===== src/hdl/ksmh_pkg.sv =====
// ----------------------------------------------------------------------------
// ksmh_pkg
// constants, types and helpers for the k-th smallest selection block
// ----------------------------------------------------------------------------
package ksmh_pkg;

    localparam int MAX_K      = 16;
    localparam int VALUE_BITS = 32;
    localparam int FIELD_BITS = 32;
    localparam int RANK_W     = 5;
    localparam int FILL_W     = $clog2(MAX_K + 1);
    localparam int IDX_W      = (MAX_K > 1) ? $clog2(MAX_K) : 1;
    localparam int CHILD_W    = IDX_W + 2;

    typedef logic [VALUE_BITS-1:0] value_t;
    typedef logic [FILL_W-1:0]     fill_t;
    typedef logic [IDX_W-1:0]      idx_t;
    typedef logic [CHILD_W-1:0]    child_t;

    typedef enum logic [2:0] {
        ST_IDLE,
        ST_UP_READ,
        ST_UP_CMP,
        ST_DOWN_READ,
        ST_DOWN_CMP,
        ST_PLACE,
        ST_FINISH
    } state_t;

    typedef struct packed {
        logic load;
        logic rd_children;
        logic move_up;
        logic move_down;
        logic place;
        logic emit;
    } ctrl_cmd_t;

    typedef struct packed {
        logic insert;
        logic replace;
        logic fill_empty;
        logic up_go;
        logic parent_root;
        logic has_child;
        logic down_go;
        logic is_last;
        logic out_free;
    } dp_status_t;

    function automatic logic greater(input value_t a, input value_t b);
        greater = $signed(a) > $signed(b);
    endfunction

    function automatic fill_t effective_k(input logic [RANK_W-1:0] rank);
        fill_t k;
        if (rank == '0) begin
            k = fill_t'(1);
        end else if (int'(rank) > MAX_K) begin
            k = fill_t'(MAX_K);
        end else begin
            k = fill_t'(rank);
        end
        effective_k = k;
    endfunction

endpackage


===== src/hdl/ksmh_ram.sv =====
// ----------------------------------------------------------------------------
// ksmh_ram
// generic ram, one write port, two registered read ports
// ----------------------------------------------------------------------------
module ksmh_ram #(
    parameter int WIDTH = 32,
    parameter int DEPTH = 16,
    localparam int AW   = (DEPTH > 1) ? $clog2(DEPTH) : 1
) (
    input  logic             aclk,
    input  logic             wr_en,
    input  logic [AW-1:0]    wr_addr,
    input  logic [WIDTH-1:0] wr_data,
    input  logic [AW-1:0]    rd_addr_a,
    output logic [WIDTH-1:0] rd_data_a,
    input  logic [AW-1:0]    rd_addr_b,
    output logic [WIDTH-1:0] rd_data_b
);

    logic [WIDTH-1:0] mem [DEPTH];

    always_ff @(posedge aclk) begin
        if (wr_en) begin
            mem[wr_addr] <= wr_data;
        end
        rd_data_a <= mem[rd_addr_a];
        rd_data_b <= mem[rd_addr_b];
    end

endmodule


===== src/hdl/ksmh_ctrl.sv =====
// ----------------------------------------------------------------------------
// ksmh_ctrl
// sequencer for heap insert, replace and result delivery
// ----------------------------------------------------------------------------
module ksmh_ctrl import ksmh_pkg::*; (
    input  logic       aclk,
    input  logic       aresetn,
    input  logic       s_valid,
    output logic       s_ready,
    input  dp_status_t status,
    output ctrl_cmd_t  cmd
);

    state_t state_reg;
    state_t state_next;

    always_ff @(posedge aclk) begin
        if (!aresetn) begin
            state_reg <= ST_IDLE;
        end else begin
            state_reg <= state_next;
        end
    end

    always_comb begin
        state_next = state_reg;
        unique case (state_reg)
            ST_IDLE: begin
                if (s_valid) begin
                    if (status.insert) begin
                        state_next = status.fill_empty ? ST_PLACE : ST_UP_READ;
                    end else if (status.replace) begin
                        state_next = ST_DOWN_READ;
                    end else begin
                        state_next = ST_FINISH;
                    end
                end
            end
            ST_UP_READ: begin
                state_next = ST_UP_CMP;
            end
            ST_UP_CMP: begin
                if (status.up_go) begin
                    state_next = status.parent_root ? ST_PLACE : ST_UP_READ;
                end else begin
                    state_next = ST_FINISH;
                end
            end
            ST_DOWN_READ: begin
                state_next = status.has_child ? ST_DOWN_CMP : ST_FINISH;
            end
            ST_DOWN_CMP: begin
                state_next = status.down_go ? ST_DOWN_READ : ST_FINISH;
            end
            ST_PLACE: begin
                state_next = ST_FINISH;
            end
            ST_FINISH: begin
                if (!status.is_last || status.out_free) begin
                    state_next = ST_IDLE;
                end
            end
            default: begin
                state_next = ST_IDLE;
            end
        endcase
    end

    always_comb begin
        cmd     = '0;
        s_ready = 1'b0;
        unique case (state_reg)
            ST_IDLE: begin
                s_ready  = 1'b1;
                cmd.load = s_valid;
            end
            ST_UP_READ: begin
                cmd.rd_children = 1'b0;
            end
            ST_UP_CMP: begin
                cmd.move_up = status.up_go;
                cmd.place   = !status.up_go;
            end
            ST_DOWN_READ: begin
                cmd.rd_children = status.has_child;
                cmd.place       = !status.has_child;
            end
            ST_DOWN_CMP: begin
                cmd.move_down = status.down_go;
                cmd.place     = !status.down_go;
            end
            ST_PLACE: begin
                cmd.place = 1'b1;
            end
            ST_FINISH: begin
                cmd.emit = status.is_last && status.out_free;
            end
            default: begin
                cmd = '0;
            end
        endcase
    end

endmodule


===== src/hdl/ksmh_dp.sv =====
// ----------------------------------------------------------------------------
// ksmh_dp
// heap datapath: heap ram, position and fill tracking, rank and output regs
// ----------------------------------------------------------------------------
module ksmh_dp import ksmh_pkg::*; (
    input  logic                         aclk,
    input  logic                         aresetn,
    input  logic                         cfg_wr_en,
    input  logic [RANK_W-1:0]            cfg_wr_data,
    input  logic signed [FIELD_BITS-1:0] s_value,
    input  logic                         s_last,
    output logic                         m_valid,
    input  logic                         m_ready,
    output logic signed [FIELD_BITS-1:0] m_kth_value,
    output logic                         m_not_present,
    input  ctrl_cmd_t                    cmd,
    output dp_status_t                   status
);

    logic [RANK_W-1:0]     rank_reg;
    fill_t                 fill_reg, fill_next;
    idx_t                  pos_reg, pos_next;
    value_t                cur_reg, cur_next;
    value_t                root_reg, root_next;
    logic                  last_reg, last_next;
    logic                  m_valid_reg, m_valid_next;
    logic [FIELD_BITS-1:0] kth_reg, kth_next;
    logic                  np_reg, np_next;

    fill_t  k_eff;
    value_t in_ext;
    idx_t   parent_idx;
    child_t child_l, child_r, child_sel;
    value_t rd_a, rd_b, child_val;
    logic   pick_right;
    logic   ram_we;
    value_t ram_wdata;
    idx_t   ram_raddr_a;
    logic   not_present;

    assign k_eff      = effective_k(rank_reg);
    assign in_ext     = value_t'(s_value);
    assign parent_idx = idx_t'((pos_reg - 1'b1) >> 1);
    assign child_l    = child_t'({pos_reg, 1'b1});
    assign child_r    = child_t'({pos_reg, 1'b0}) + child_t'(2);
    assign pick_right = (child_r < child_t'(fill_reg)) && greater(rd_b, rd_a);
    assign child_sel  = pick_right ? child_r : child_l;
    assign child_val  = pick_right ? rd_b : rd_a;
    assign not_present = fill_reg < k_eff;

    assign ram_raddr_a = cmd.rd_children ? child_l[IDX_W-1:0] : parent_idx;
    assign ram_we      = cmd.move_up || cmd.move_down || cmd.place;

    always_comb begin
        if (cmd.move_up) begin
            ram_wdata = rd_a;
        end else if (cmd.move_down) begin
            ram_wdata = child_val;
        end else begin
            ram_wdata = cur_reg;
        end
    end

    ksmh_ram #(
        .WIDTH (VALUE_BITS),
        .DEPTH (MAX_K)
    ) u_heap_ram (
        .aclk      (aclk),
        .wr_en     (ram_we),
        .wr_addr   (pos_reg),
        .wr_data   (ram_wdata),
        .rd_addr_a (ram_raddr_a),
        .rd_data_a (rd_a),
        .rd_addr_b (child_r[IDX_W-1:0]),
        .rd_data_b (rd_b)
    );

    always_comb begin
        status.insert      = fill_reg < k_eff;
        status.replace     = (fill_reg != '0) && greater(root_reg, in_ext);
        status.fill_empty  = fill_reg == '0;
        status.up_go       = greater(cur_reg, rd_a);
        status.parent_root = parent_idx == '0;
        status.has_child   = child_l < child_t'(fill_reg);
        status.down_go     = greater(child_val, cur_reg);
        status.is_last     = last_reg;
        status.out_free    = !m_valid_reg || m_ready;
    end

    always_comb begin
        fill_next    = fill_reg;
        pos_next     = pos_reg;
        cur_next     = cur_reg;
        last_next    = last_reg;
        root_next    = root_reg;
        m_valid_next = m_valid_reg && !m_ready;
        kth_next     = kth_reg;
        np_next      = np_reg;

        if (cmd.load) begin
            cur_next  = in_ext;
            last_next = s_last;
            if (status.insert) begin
                pos_next  = fill_reg[IDX_W-1:0];
                fill_next = fill_reg + 1'b1;
            end else begin
                pos_next = '0;
            end
        end
        if (cmd.move_up) begin
            pos_next = parent_idx;
        end
        if (cmd.move_down) begin
            pos_next = child_sel[IDX_W-1:0];
        end
        if (ram_we && pos_reg == '0) begin
            root_next = ram_wdata;
        end
        if (cmd.emit) begin
            m_valid_next = 1'b1;
            np_next      = not_present;
            kth_next     = not_present ? '0 : FIELD_BITS'(root_reg);
            fill_next    = '0;
        end
    end

    always_ff @(posedge aclk) begin
        if (!aresetn) begin
            rank_reg    <= RANK_W'(1);
            fill_reg    <= '0;
            m_valid_reg <= 1'b0;
        end else begin
            if (cfg_wr_en) begin
                rank_reg <= cfg_wr_data;
            end
            fill_reg    <= fill_next;
            m_valid_reg <= m_valid_next;
        end
    end

    always_ff @(posedge aclk) begin
        pos_reg  <= pos_next;
        cur_reg  <= cur_next;
        last_reg <= last_next;
        root_reg <= root_next;
        kth_reg  <= kth_next;
        np_reg   <= np_next;
    end

    assign m_valid       = m_valid_reg;
    assign m_kth_value   = kth_reg;
    assign m_not_present = np_reg;

endmodule


===== src/hdl/kth_smallest_max_heap.sv =====
// ----------------------------------------------------------------------------
// kth_smallest_max_heap
// k-th smallest value of each set, kept in a bounded max-heap
//
//   channel   ports                          request
//   s_        s_valid s_ready                value, last flag
//   m_        m_valid m_ready                kth value, not-present flag
//   cfg_      cfg_wr_en                      rank k
//
// the sift loop handles each heap level in a ram read state followed by a
// compare/write state, on the single-write, dual-read heap ram
// reset clears fill, rank (to 1) and the output valid flag; the heap ram is
// not cleared and needs no clearing pass
// a last item waits in its final cycle while the output register is still full
// ----------------------------------------------------------------------------
module kth_smallest_max_heap import ksmh_pkg::*; (
    input  logic                         aclk,
    input  logic                         aresetn,
    input  logic                         cfg_wr_en,
    input  logic [RANK_W-1:0]            cfg_wr_data,
    input  logic                         s_valid,
    output logic                         s_ready,
    input  logic signed [FIELD_BITS-1:0] s_value,
    input  logic                         s_last,
    output logic                         m_valid,
    input  logic                         m_ready,
    output logic signed [FIELD_BITS-1:0] m_kth_value,
    output logic                         m_not_present
);

    ctrl_cmd_t  cmd;
    dp_status_t status;

    ksmh_ctrl u_ctrl (
        .aclk    (aclk),
        .aresetn (aresetn),
        .s_valid (s_valid),
        .s_ready (s_ready),
        .status  (status),
        .cmd     (cmd)
    );

    ksmh_dp u_dp (
        .aclk          (aclk),
        .aresetn       (aresetn),
        .cfg_wr_en     (cfg_wr_en),
        .cfg_wr_data   (cfg_wr_data),
        .s_value       (s_value),
        .s_last        (s_last),
        .m_valid       (m_valid),
        .m_ready       (m_ready),
        .m_kth_value   (m_kth_value),
        .m_not_present (m_not_present),
        .cmd           (cmd),
        .status        (status)
    );

endmodule


===== config.mk =====
export PLATFORM = sky130hd
export DESIGN_NAME = kth_smallest_max_heap
export DESIGN_NICKNAME = d
export VERILOG_FILES = /design/src/hdl/ksmh_pkg.sv /design/src/hdl/ksmh_ram.sv /design/src/hdl/ksmh_ctrl.sv /design/src/hdl/ksmh_dp.sv /design/src/hdl/kth_smallest_max_heap.sv
export SDC_FILE = /design/constraint.sdc
export NUM_CORES = 1
export LEC_CHECK = 0
export BUFFER_PORTS_ARGS = -buffer_cell sky130_fd_sc_hd__buf_2
export CAP_MARGIN = 40
export CORE_AREA = 2 2 309 341
export CTS_BUF_LIST = sky130_fd_sc_hd__clkbuf_16
export CTS_CLUSTER_DIAMETER = 50
export DETAILED_ROUTE_END_ITERATION = 12
export DIE_AREA = 0 0 311 343
export GPL_TIMING_DRIVEN = 0
export MAX_ROUTING_LAYER = met4
export PLACE_DENSITY = 0.56
export RECOVER_POWER = 50
export SETUP_SLACK_MARGIN = 0.15
export SKIP_CTS_REPAIR_TIMING = 1
export SLEW_MARGIN = 20
export SYNTH_ARGS = -nofsm -noshare
export SYNTH_HDL_FRONTEND = slang
export SYNTH_SLANG_ARGS = --single-unit

===== constraint.sdc =====
create_clock -name aclk -period 6.5 [get_ports aclk]
set_input_delay 1.95 -clock aclk [delete_from_list [all_inputs] [get_ports aclk]]
set_output_delay 1.95 -clock aclk [all_outputs]
set_load 0.02 [all_outputs]

==> results.toml, run 1 <==
[sta]
fmax_ghz = 0.1620
finalHoldViolations = 0
finalMaxSlewViolations = 139
period_share_pct = 94.98
fin_crit_ps = 6174
grt_setup_unrepaired = "false"
final.setup_skew_ps = 30.23
max_slew_margin_pct = -92.60
setup_viol = 0
tightest_slew_ps = 2889

[finish]
final_cell_mix = "edfxtp_1 (582), nand2_1 (218), clkbuf_1 (182)"
drive_gt1_share_pct = 16.08
area_growth_pct = 19.34
largest_reg_flops = 512
final_common_cell = "edfxtp_1"
finish.utilization_pct = 35.53
largest-register = "u_dp.u_heap_ram.mem"
fin_cells = 3912
final_nets = 2644

[setup_path]
start_kind = "register"
r2r_slack_ps = 330
rr_endpoint = "u_dp.u_heap_ram.mem[0][27]"
crit_buf_inv = 6
cpPeakStageDelay_ps = 500
crit_chain = "inv_1, ha_2, and4_1, nand4_1, or4_4, a21oi_1, or3_1, and3_1, clkbuf_4, buf_6, buf_2, nand2_1, o21ai_0, ha_1, nand4_1, nor2_1, a221oi_1, o211ai_1, a21oi_2, mux2i_2, clkbuf_4, a21o_2, buf_6, a221o_4"
worst_ep_arrival_time_ps = 6520
cp_top_family = "compound AO/OA/AOI/OAI gates"
crit_start = "u_dp.u_heap_ram.rd_data_a[31]"
critPathMaxFanout = 16
required_ps = 6850
slowest_stage = "or4_4"
r2r_start = "u_dp.u_heap_ram.rd_data_a[31]"
end_kind = "register"
reg2reg_depth = 24
criticalPathCategory = "reg2reg"

[logic_synthesis]
synth_area_mm2 = 0.03076
ys_types = 69
synth_warnings = 0
synthFlopType = "edfxtp_1"
synthArstFlopShare_pct = 0
synth_fp_nets = 2401
synth-seq-cells = 660
synth_edf_count = 582
syn_inst = 2211
syn_avg_cell_area_um2 = 13.91
yosysSeqAreaShare_pct = 61.89

[run_status]
status = "complete, but fails checks"
violations = "max-capacitance violations, max-slew violations"

[route]
vias = 20790
wl_per_cell_um = 26.81
antenna_left = 0
routed_wl_um = 104900
drc = 0
first_pass_iters = 5
viasPerCell = 5.315
drt_iter0_drc = 2479

[clock_tree]
htreeDepth = 3
cts_buffers = 83
clkLatencyLatePin_ps = 660
clock-sinks = 660
clk_pin_slew_ps = 60
cts_root_buf = "clkbuf_16"
cts_tree = "built"
clk_path_buf_depth = 3

[worst_hold_path]
holdPathEnd = "u_dp.rank_reg[0]"
worstHoldStart = "u_dp.rank_reg[0]"
hp-class = "reg2reg"
min_path_cells = 2

[global_routing]
grtUsageTotal_pct = 19.81
overflow = 0
grt_max_degree = 34
grt_pass1_vias = 20960
grt_pass1_wl_um = 147900
antenna_found_initial = 3

[die]
dieArea_mm2 = 0.1067
core-area_mm2 = 0.1033
die_h_um = 343
rows = 124
start_util_pct = 29.77
dieWidth_um = 311
ios = 78

[place]
dp_hpwl_um = 78520
portBuffers = 75
gp_congestion = 0.9183
dp_cells = 3748

[flow_run]
drv_cap = 12
## logic make-up after synthesis
logic type      after synthesis  synth area share (%)
mux                         284                 12.07
compound gates              318                 7.236
flops                       660                 61.89
fa+ha+maj                   147                 5.979
simple gates                557                 9.421
buf+inv                     235                 3.112
xor+xnor                     10                0.2848
## worst max-delay path by stage
stage	slack, ps	end	cells after the start
2_1_floorplan	680	u_dp.u_heap_ram.mem[0][10]	25
3_3_place_gp	-3070	u_dp.u_heap_ram.mem[0][21]	25
3_5_place_dp	-2250	u_dp.u_heap_ram.mem[4][21]	26
4_1_cts	-2270	u_dp.u_heap_ram.mem[0][21]	26
5_1_grt	130	u_dp.u_heap_ram.mem[14][27]	24
6_report	330	u_dp.u_heap_ram.mem[0][27]	24
## stage by stage
| stage | hold slack (ps) | instance area (um^2) | TNS, ps | setup slack (ps) |
|---|---|---|---|---|
| CTS | 484.8 | 37050 | -1065950 | -2271 |
| finish | 480.1 | 36710 | 0 | 326.2 |
| global route | 550.0 | 36710 | 0 | 133.5 |
| floorplan | 442.2 | 30760 | 0 | 676.7 |
| detailed placement | 467.0 | 34220 | -1053020 | -2250 |
| global placement | 470.7 | 32870 | -1735950 | -3069 |
## final cells by class
class / instances / area (um^2)
clock inverter: 70 / 681.9
clock buffer: 86 / 2152
buffer: 119 / 584.3
tap: 1386 / 1734
fill: 10070 / 66620
sequential: 660 / 19040
inverter: 114 / 431.7
timing repair buffer: 160 / 888.4
antenna: 1 / 2.502
multi-input combinational: 1316 / 11190
## metal layers
layer  share of wire, %  vias up  global-route usage (%)
met3                8.1      194                   3.875
met5                  0        -                       -
li1                   -     9046                       -
met4                3.3        0                   6.653
met1                 41    10580                   24.54
met2                 48      970                   32.47
## cells in the mapped netlist, drive strengths merged (6+ instances only)
library cell  number  share of area [%]
nor2              35               0.45
nor4               6               0.12
and3              67                1.4
nor2b             41               0.83
dfxtp             78                5.1
xnor2              8               0.23
nor4b              7               0.25
nand4b            28               0.80
a21oi             59               0.96
mux4              66                4.8
edfxtp           582                 57
ha               147                6.0
a21o              20               0.49
nor3              16               0.26
a211oi            40               0.98
a221o             34                1.1
clkbuf            95                1.2
nand2            218                2.7
o21a               6               0.15
mux2              36                1.3
a22oi             30               0.73
a21boi             7               0.17
o21ai             55               0.89
inv              113                1.4
nand4             30               0.61
nand3             79                1.3
buf               26               0.52
mux2i            182                5.9
o211ai            32               0.78
## tightest hold or removal path: stages (launching register included)
cell and delay [ps]:
dfxtp_1 330, mux2i_1 70, nand2_1 50
Power of run 1 is left out: the tool's default activity adds up to more than one toggle a clock period on the data nets, which glitch-free logic cannot reach.
==> run 2: changes to the inputs <==
--- a/config.mk
+++ b/config.mk
@@ -14,7 +14,7 @@
 export DIE_AREA = 0 0 311 343
 export GPL_TIMING_DRIVEN = 0
 export MAX_ROUTING_LAYER = met4
-export PLACE_DENSITY = 0.56
+export PLACE_DENSITY = 0.54
 export RECOVER_POWER = 50
 export SETUP_SLACK_MARGIN = 0.15
 export SKIP_CTS_REPAIR_TIMING = 1
==> results.toml, run 2 (synthesis results as in run 1) <==
[setup_path]
worst_ep_arrival_time_ps = 6610
required_ps = 6850
cpPeakStageDelay_ps = 520
critPathMostFrequentCell = "clkbuf_4"
slowest_stage = "or4_4"
start_kind = "register"
crit_chain = "inv_1, ha_1, and4_1, nand4_1, or4_4, a21oi_1, or3_1, and3_1, clkbuf_4, buf_6, clkbuf_4, nand2_1, o21ai_0, ha_1, nand4_1, nor2_1, a221oi_2, o211ai_1, a21oi_2, mux2i_2, clkbuf_4, a21o_2, buf_6, a221o_4"
end_kind = "register"
crit_buf_inv = 6
cp_top_family = "compound AO/OA/AOI/OAI gates"
critPathMaxFanout = 16
criticalPathCategory = "reg2reg"

[global_routing]
overflow = 0
grtUsageTotal_pct = 20.02
grt_max_degree = 33
grt_pass1_vias = 20780
grt_pass1_wl_um = 149400
antenna_found_initial = 0

[flow_run]
drv_cap = 14

[clock_tree]
clock-sinks = 660
clkLatencyLatePin_ps = 650
htreeDepth = 3
clk_path_buf_depth = 3
cts_tree = "built"
cts_buffers = 80
clk_pin_slew_ps = 60
cts_root_buf = "clkbuf_16"

[sta]
tightest_slew_ps = 2889
fmax_ghz = 0.1599
finalHoldViolations = 0
period_share_pct = 96.23
grt_setup_unrepaired = "false"
tns_ps = 0
final.setup_skew_ps = 21.34
max_slew_margin_pct = -92.61
setup_viol = 0
finalMaxSlewViolations = 172
fin_crit_ps = 6255

[worst_hold_path]
hp-class = "reg2reg"

[die]
ios = 78
rows = 124
core-area_mm2 = 0.1033
dieWidth_um = 311
die_h_um = 343
dieArea_mm2 = 0.1067
start_util_pct = 29.77

[place]
dp_hpwl_um = 78750
portBuffers = 75
gp_congestion = 0.9067

[route]
vias = 20580
routed_wl_um = 105300
first_pass_iters = 6
viasPerCell = 5.257
drc = 0
drt_iter0_drc = 1897
antenna_left = 0
wl_per_cell_um = 26.90

[run_status]
violations = "max-capacitance violations, max-slew violations"
status = "complete, but fails checks"

[finish]
final_common_cell = "edfxtp_1"
finish.utilization_pct = 35.42
area_growth_pct = 19.00
insertedDiodeCount = 0
largest-register = "u_dp.u_heap_ram.mem"
largest_reg_flops = 512
final_nets = 2651
drive_gt1_share_pct = 15.74
final_cell_mix = "edfxtp_1 (582), nand2_1 (218), clkbuf_1 (183)"
==> run 2: cell count changes in the layout (fill, tap and decap cells not counted), moves of 3 or more <==
cell	delta
clkbuf_16	-5
buf_8	+5
inv_1	+7
buf_4	+11
buf_2	-3
buf_6	-6
clkinv_2	-3
==> run 2: path summary, 6_finish.rpt <==
| kind | start | end | slack (ps) | depth (start not counted) |
|---|---|---|---|---|
| worst max-delay path | u_dp.u_heap_ram.rd_data_a[31] | u_dp.u_heap_ram.mem[0][11] | 250 | 24 |
| worst min-delay path | u_dp.rank_reg[0] | u_dp.rank_reg[0] | 500 | 2 |
| worst max register to register | u_dp.u_heap_ram.rd_data_a[31] | u_dp.u_heap_ram.mem[0][11] | 250 | 24 |
| worst min register to register | u_dp.rank_reg[0] | u_dp.rank_reg[0] | 500 | 2 |
==> run 2: cell type report <==
| cell class | count | area (um^2) |
|---|---|---|
| Fill cell | 10050 | 66730 |
| Sequential cell | 660 | 19040 |
| Multi-Input combinational cell | 1316 | 11190 |
| Clock buffer | 81 | 2027 |
| Tap cell | 1386 | 1734 |
| Timing Repair Buffer | 169 | 1016 |
| Buffer | 120 | 593.1 |
| Clock inverter | 68 | 570.5 |
| Inverter | 114 | 429.2 |
==> run 2: stage by stage <==
stage                     cell area [um^2]  std cells  hold slack (ps)  setup WS, ps
after floorplan                      30760       2211            442.2         676.7
after detailed placement             34300       3749            491.5         -2442
final                                36600       3914            504.5         245.2
after CTS                            36890       3898            509.1         -2495
after global placement               32870       3672            470.3         -3066
after global routing                 36600       3914            531.0         67.30
==> run 2: worst min-delay path: cells and delay by family (launching register included) <==
kind          cells  cell delay (ps)
flops             1              340
mux               1               70
simple gates      1               60
==> run 2: per-layer routing <==
| layer | share of wire [%] | vias up | track usage, % |
|---|---|---|---|
| met5 | 0 | - | - |
| met4 | 3.8 | 0 | 7.498 |
| met3 | 7.3 | 235 | 3.995 |
| met2 | 47 | 859 | 32.13 |
| met1 | 42 | 10440 | 25.03 |
| li1 | - | 9040 | - |
Power of run 2 is left out for the same reason.
